==> src/rtl/core/lpsp_pkg.sv <==
package lpsp_pkg;

  localparam int WORD_W       = 32;
  localparam int PIXEL_W      = 24;
  localparam int SYMS_PER_PIX = 3 * PIXEL_W;

  localparam logic       FUNC_PIXEL    = 1'b0;
  localparam logic       FUNC_EOF      = 1'b1;
  localparam logic [2:0] SILENCE_WORDS = 3'd6;
  localparam logic [15:0] CAP_RESET    = 16'd1024;

  typedef struct packed {
    logic [WORD_W-1:0] word0;
    logic [WORD_W-1:0] word1;
    logic [WORD_W-1:0] word2;
    logic              three;
    logic [WORD_W-1:0] next_partial;
    logic [4:0]        next_fill;
  } slice_t;

  // Each data bit b, MSB first, becomes the symbols 1, b, 0.
  function automatic logic [SYMS_PER_PIX-1:0] expand_symbols(input logic [PIXEL_W-1:0] px);
    logic [SYMS_PER_PIX-1:0] syms;
    syms = '0;
    for (int i = 0; i < PIXEL_W; i++) begin
      syms[SYMS_PER_PIX-1-3*i -: 3] = {1'b1, px[PIXEL_W-1-i], 1'b0};
    end
    return syms;
  endfunction

endpackage

==> src/rtl/core/led_pixel_symbol_packer.sv <==
// LED pixel symbol packer.
// Input channel (in_valid/in_ready): one request per pixel (in_func = 0, with
// green, red, blue bytes) or per end of frame (in_func = 1). Each data bit is
// line coded as three symbols and packed MSB first into 32-bit words.
// Output channel (out_valid/out_ready): one result per transfer; out_last marks
// the final word caused by an input request, out_frame_done the final result
// of an end of frame, which flushes the partial word and up to six zero words.
// cfg_wr_en/cfg_wr_data write the per-frame word capacity (reset 1024).
// A request passes the input register, then the result register, which holds
// its first result. Throughput: the result register sends one word per cycle
// while out_ready is high, so a pixel gives 2 or 3 words (fewer once capacity
// is reached), an end of frame up to 7; a pixel dropped while the frame is
// full gives no result. The next request is loaded as the last word leaves.
// Reset (rst_n low, synchronous) empties both registers and clears the frame.
// A stalled receiver holds the current word; the input register fills and
// in_ready drops until results move again.
module led_pixel_symbol_packer (
  input  logic        clk,
  input  logic        rst_n,
  input  logic        cfg_wr_en,
  input  logic [15:0] cfg_wr_data,
  input  logic        in_valid,
  output logic        in_ready,
  input  logic        in_func,
  input  logic [7:0]  in_green,
  input  logic [7:0]  in_red,
  input  logic [7:0]  in_blue,
  output logic        out_valid,
  input  logic        out_ready,
  output logic [31:0] out_word,
  output logic        out_has_word,
  output logic        out_last,
  output logic        out_frame_done,
  output logic [15:0] out_words_used,
  output logic        out_buffer_full
);

  logic [15:0] cap_r;

  logic        s1_valid_r;
  logic        s1_func_r;
  logic [23:0] s1_pix_r;

  logic [4:0]  fill_r;
  logic [31:0] partial_r;
  logic [15:0] count_r;
  logic        full_r;

  logic        out_valid_r;
  logic [31:0] out_word_r;
  logic [31:0] next1_r;
  logic [31:0] next2_r;
  logic        has_word_r;
  logic [2:0]  rem_r;
  logic [15:0] used_r;
  logic        job_eof_r;
  logic        job_full_r;

  lpsp_pkg::slice_t slice;

  logic        is_eof;
  logic        job_free;
  logic        drop;
  logic        s1_take;
  logic        load;
  logic [2:0]  nw;
  logic [17:0] room;
  logic        stop;
  logic [2:0]  results;
  logic        advance;

  lpsp_slicer u_slicer (
    .partial (partial_r),
    .fill    (fill_r),
    .pixel   (s1_pix_r),
    .slice   (slice)
  );

  always_comb begin
    is_eof   = (s1_func_r == lpsp_pkg::FUNC_EOF);
    job_free = !out_valid_r || (out_ready && out_last);
    drop     = !is_eof && full_r;
    s1_take  = s1_valid_r && (drop || job_free);
    load     = s1_take && !drop;
    in_ready = !s1_valid_r || s1_take;
    advance  = out_valid_r && out_ready && !out_last;

    if (is_eof) begin
      nw = lpsp_pkg::SILENCE_WORDS + 3'd1;
    end else begin
      nw = slice.three ? 3'd3 : 3'd2;
    end
    // Words left before capacity, minus one: negative means full after one word.
    room = {2'b0, cap_r} - {2'b0, count_r} - 18'd1;
    stop = room[17] || (room[16:0] < {14'b0, nw});
    if (room[17]) begin
      results = 3'd1;
    end else if (stop) begin
      results = room[2:0] + 3'd1;
    end else begin
      results = nw;
    end
  end

  assign out_valid       = out_valid_r;
  assign out_word        = out_word_r;
  assign out_has_word    = has_word_r;
  assign out_last        = (rem_r == 3'd0);
  assign out_frame_done  = out_last && job_eof_r;
  assign out_buffer_full = out_last && job_full_r;
  assign out_words_used  = used_r;

  always_ff @(posedge clk) begin
    if (!rst_n) begin
      cap_r <= lpsp_pkg::CAP_RESET;
    end else if (cfg_wr_en) begin
      cap_r <= cfg_wr_data;
    end
  end

  always_ff @(posedge clk) begin
    if (!rst_n) begin
      s1_valid_r <= 1'b0;
    end else if (in_ready) begin
      s1_valid_r <= in_valid;
    end
  end

  always_ff @(posedge clk) begin
    if (in_ready && in_valid) begin
      s1_func_r <= in_func;
      s1_pix_r  <= {in_green, in_red, in_blue};
    end
  end

  // Frame state advances when a request is loaded into the result register.
  always_ff @(posedge clk) begin
    if (!rst_n) begin
      fill_r    <= '0;
      partial_r <= '0;
      count_r   <= '0;
      full_r    <= 1'b0;
    end else if (load) begin
      if (is_eof) begin
        fill_r    <= '0;
        partial_r <= '0;
        count_r   <= '0;
        full_r    <= 1'b0;
      end else if (stop) begin
        fill_r    <= '0;
        partial_r <= '0;
        count_r   <= count_r + {13'b0, results};
        full_r    <= 1'b1;
      end else begin
        fill_r    <= slice.next_fill;
        partial_r <= slice.next_partial;
        count_r   <= count_r + {13'b0, results};
      end
    end
  end

  always_ff @(posedge clk) begin
    if (!rst_n) begin
      out_valid_r <= 1'b0;
    end else if (load) begin
      out_valid_r <= 1'b1;
    end else if (out_valid_r && out_ready && out_last) begin
      out_valid_r <= 1'b0;
    end
  end

  always_ff @(posedge clk) begin
    if (load) begin
      job_eof_r <= is_eof;
      if (is_eof && full_r) begin
        out_word_r <= '0;
        next1_r    <= '0;
        next2_r    <= '0;
        has_word_r <= 1'b0;
        rem_r      <= '0;
        used_r     <= count_r;
        job_full_r <= 1'b1;
      end else begin
        out_word_r <= is_eof ? partial_r : slice.word0;
        next1_r    <= is_eof ? '0 : slice.word1;
        next2_r    <= is_eof ? '0 : slice.word2;
        has_word_r <= 1'b1;
        rem_r      <= results - 3'd1;
        used_r     <= count_r + 16'd1;
        job_full_r <= stop;
      end
    end else if (advance) begin
      out_word_r <= next1_r;
      next1_r    <= next2_r;
      next2_r    <= '0;
      rem_r      <= rem_r - 3'd1;
      used_r     <= used_r + 16'd1;
    end
  end

endmodule

==> src/rtl/core/lpsp_slicer.sv <==
module lpsp_slicer (
  input  logic [lpsp_pkg::WORD_W-1:0]  partial,
  input  logic [4:0]                   fill,
  input  logic [lpsp_pkg::PIXEL_W-1:0] pixel,
  output lpsp_pkg::slice_t             slice
);

  localparam int STREAM_W = lpsp_pkg::WORD_W + lpsp_pkg::SYMS_PER_PIX;

  logic [lpsp_pkg::SYMS_PER_PIX-1:0] syms;
  logic [STREAM_W-1:0]               stream;

  // Left-align held symbols, then append the 72 new ones right behind them.
  always_comb begin
    syms   = lpsp_pkg::expand_symbols(pixel);
    stream = {partial, {lpsp_pkg::SYMS_PER_PIX{1'b0}}}
           | ({syms, {lpsp_pkg::WORD_W{1'b0}}} >> fill);
    slice.word0 = stream[103:72];
    slice.word1 = stream[71:40];
    slice.three = (fill >= 5'd24);
    if (slice.three) begin
      slice.word2        = stream[39:8];
      slice.next_partial = {stream[7:0], 24'b0};
      slice.next_fill    = fill - 5'd24;
    end else begin
      slice.word2        = '0;
      slice.next_partial = stream[39:8];
      slice.next_fill    = fill + 5'd8;
    end
  end

endmodule

==> config.mk <==
export PLATFORM = sky130hd
export DESIGN_NAME = led_pixel_symbol_packer
export DESIGN_NICKNAME = d
export VERILOG_FILES = /design/src/rtl/core/lpsp_pkg.sv /design/src/rtl/core/led_pixel_symbol_packer.sv /design/src/rtl/core/lpsp_slicer.sv
export SDC_FILE = /design/constraint.sdc
export NUM_CORES = 1
export LEC_CHECK = 0
export ABC_AREA = 1
export BUFFER_PORTS_ARGS = -buffer_cell sky130_fd_sc_hd__buf_2
export CORE_MARGIN = 3
export CORE_UTILIZATION = 30
export CTS_BUF_LIST = sky130_fd_sc_hd__clkbuf_2 sky130_fd_sc_hd__clkbuf_4 sky130_fd_sc_hd__clkbuf_8
export CTS_CLUSTER_SIZE = 10
export DETAILED_ROUTE_END_ITERATION = 8
export PLACE_DENSITY_LB_ADDON = 0.15
export REMOVE_ABC_BUFFERS = 1
export SETUP_SLACK_MARGIN = 0.3
export SYNTH_ARGS = -nofsm -noshare
export SYNTH_HDL_FRONTEND = slang
export SYNTH_SLANG_ARGS = --single-unit
==> constraint.sdc <==
create_clock -name clk -period 14.7 [get_ports clk]
set_input_delay 2.94 -clock clk [delete_from_list [all_inputs] [get_ports clk]]
set_output_delay 2.94 -clock clk [all_outputs]
set_load 0.02 [all_outputs]
==> qor.csv <==
stage,metric,value,unit
cts,Num CTS Buffers,41,
critical_path,"Slowest-stage cell, CP",o21ai_0,
critical_path,critical path class,primary input to primary output,
global_route,initial antenna violation count,0,
global_route,GRT Overall Usage,16.82,%
sta,Final period util,45.21,%
cts,Hold Buf Count CTS,0,
cells_and_area,fin nets,1508,
synth,asr flop ratio synth,0,%
cells_and_area,synthesis-to-finish area growth,17.23,%
cells_and_area,"Core Util, Final",35.98,%
critical_path,CP Buf/Inv Count,4,
sta,Final Hold Viols,0,
cts,Post CTS Setup Buffer Count,0,
routing,wire per inst,16.94,um
worst_hold_path,hold path depth,2,
place,Post-DP Area,0.01199,mm2
synth,number of flops mapped to enable cells by yosys,143,
synth,sequential-to-total area share from yosys stat,51.62,%
cells_and_area,most frequent cells in the layout,"nand2_1, nor2_1, edfxtp_1",
cts,"CTS clk-pin slew, worst paths",0.06,ns
synth,Synth Cell Area,0.01100,mm2
sta,minimum clock period,6.646,ns
synth,Synth Register Bits,212,
sta,RSZ-0062 raised after global routing,false,
critical_path,WP data required,11.76,ns
place,port bufs,99,
sta,TNS Setup,0,ns
routing,Post-Route WL,32620,um
synth,compound-cell area share of the yosys netlist,12.49,%
critical_path,Max Fanout on Critical Path,3,
run_status,run status,completed,
cts,H-tree Lvls,2,
routing,1st-pass router iterations,5,
floorplan,Initial Util,30.69,%
cts,maximum buffer depth of the clock tree,3,
place,routability cong.,0.7988,
sta,Max-slew headroom,31.21,%
critical_path,max incr delay on CP,0.21,ns
global_route,largest net degree at the start of global routing,103,
cells_and_area,Reg area,0.005675,mm2
global_route,vias in the first global route,8944,
synth,Synth top area share,39.05,%
routing,total vias in the final route,9157,
cells_and_area,"commonest non-fill, non-tap cell in the layout",nand2_1,
routing,Vias/cell,4.754,
place,DP Worst Slack,8.050,ns
power_and_ir_drop,PD cells,124.3,mW/mm2
sta,endpoints failing setup,0,
global_route,first-pass GRT wire length,51020,um
synth,largest family of logic cells by synthesized area,simple AND/OR/NAND/NOR gates,
critical_path,CP cell instances,buf_2 -> inv_1 -> o21ai_0 -> inv_1 -> nand2_1 -> buf_2,
floorplan,Die H,197.4,um
critical_path,CP Depth,6,
cells_and_area,number of fill cells,3802,
sta,max-slew violations,0,
cts,clock latency on the worst-skew pair,0.58,ns
routing,number of remaining DRC errors,0,
floorplan,Top-Level Pins,100,
cts,CTS tree,yes,
cts,Root Buffer,clkbuf_8,
sta,Worst Slack Setup Final,8.054,ns
critical_path,CP startpoint kind,primary input,
critical_path,Top Family by Delay on Critical Path,buffers and inverters,
sta,skew final,0.01611,ns
floorplan,Die ar.,0.03898,mm2
power_and_ir_drop,Leak,0.005380,uW
cts,post-CTS resize count,0,
worst_hold_path,HP Class,flop to flop,
synth,adder-cell share of the synthesized area,3.437,%
synth,Synth area leader,edfxtp_1,
routing,DRT iter0 DRCs,445,
cells_and_area,final instance area,0.01289,mm2
synth,mux contribution to synthesized area,0,%
cts,clk sink count,212,
synth,Mapped Cells,1329,
floorplan,area of the core,0.03583,mm2
routing,ANT nets after route,0,
global_route,"Remaining Overflow, GRT",0,
synth,main area contributors after synthesis,"edfxtp_1, dfxtp_1, nand2_1, o21ai_0, nor2_1",
cells_and_area,Antenna Cells,0,
floorplan,Std-Cell Rows,69,
job,max_cap viols,0,
cells_and_area,ratio of cells with drive above 1 in the final layout,16.11,%
critical_path,reg2reg path depth,32,
synth,Synth Area in XOR/XNOR,1.434,%
sta,fmax,150.5,MHz
synth,Synth warnings,0,
critical_path,Critical Path AT,3.71,ns
synth,Synth Area per Inst,8.274,um2
cells_and_area,area of the multi-input gates,0.004576,mm2
sta,Worst Max-Slew Pin Slew,1.032,ns
synth,Yosys cell types,45,
place,DP HPWL,21750,um
floorplan,Die Span X,197.4,um
critical_path,critical path capture point type,primary output,
synth,Synth Flop Type,edfxtp_1,
synth,Simple-Gate Fraction of Synth Area,23.91,%
power_and_ir_drop,Max rail drop VDD,0.05975,mV
## final timing paths
| check | from | end | slack (ns) |
|---|---|---|---|
| hold / removal | partial_r[0] | partial_r[0] | 0.43 |
| hold reg to reg | partial_r[0] | partial_r[0] | 0.43 |
| setup reg to reg | cap_r[0] | count_r[6] | 9.99 |
| setup / recovery | out_ready | in_ready | 8.05 |
## cells by family after synthesis
logic type,count (synthesis)
flops,212
simple gates,618
fa+ha+maj,29
other cells,1
xor+xnor,18
buf+inv,203
compound gates,248
## area by class of cell
type	count	area share (%)
sequential	212	44.03
multi-input combinational	916	35.50
clock buffer	58	5.513
timing repair buffer	112	4.601
tap	461	4.475
inverter	150	4.407
clock inverter	17	1.475
## cell usage after synthesis (all sizes together) (2+ instances only)
| cell | number |
|---|---|
| nand3 | 66 |
| o21ai | 124 |
| nand2 | 330 |
| o22ai | 7 |
| ha | 27 |
| nor2 | 169 |
| xnor2 | 6 |
| nand4 | 11 |
| o21bai | 2 |
| fa | 2 |
| o211ai | 10 |
| o31ai | 3 |
| a31oi | 13 |
| clkinv | 3 |
| xor2 | 12 |
| a221oi | 2 |
| edfxtp | 143 |
| clkbuf | 48 |
| a32o | 5 |
| or2 | 16 |
| buf | 5 |
| nor3 | 18 |
| nand3b | 5 |
| a22oi | 6 |
| dfxtp | 69 |
| inv | 147 |
| a21oi | 73 |
| and2 | 2 |
## routing by layer
layer / GRT usage [%] / vias up / share of wire [%]
li1: - / 4638 / -
met1: 22.07 / 4249 / 45
met2: 28.32 / 224 / 48
met3: 3.224 / 46 / 5.3
met4: 4.963 / 0 / 2.2
met5: 0 / - / 0
## metrics by stage
stage	hold WS [ns]	cells	power, uW
after floorplan	0.4143	1278	879.5
after global placement	0.4265	1851	959.3
after detailed placement	0.4258	1851	960.3
after CTS	0.4362	1926	1630
after global routing	0.4574	1926	1689
final	0.4345	1926	1602
## sequential cells by signal, summed over array words and instances (netlist names), 2 cells and up
signal and cells:
cap_r 16, count_r 16, fill_r 2, next1_r 32
next2_r 32, out_word 32, out_words_used 16, partial_r 32
rem_r 3, s1_pix_r 24
## worst min-delay path: cells and delay by family (launching register included)
| kind | cells | cell delay, ns |
|---|---|---|
| simple gates | 2 | 0.08 |
| flops | 1 | 0.31 |
## power breakdown
part | switching [uW] | internal (uW)
Clock | 274 | 384
Combinational | 164 | 72.6
Sequential | 20.1 | 688
Power figures use the tool's default switching activity.
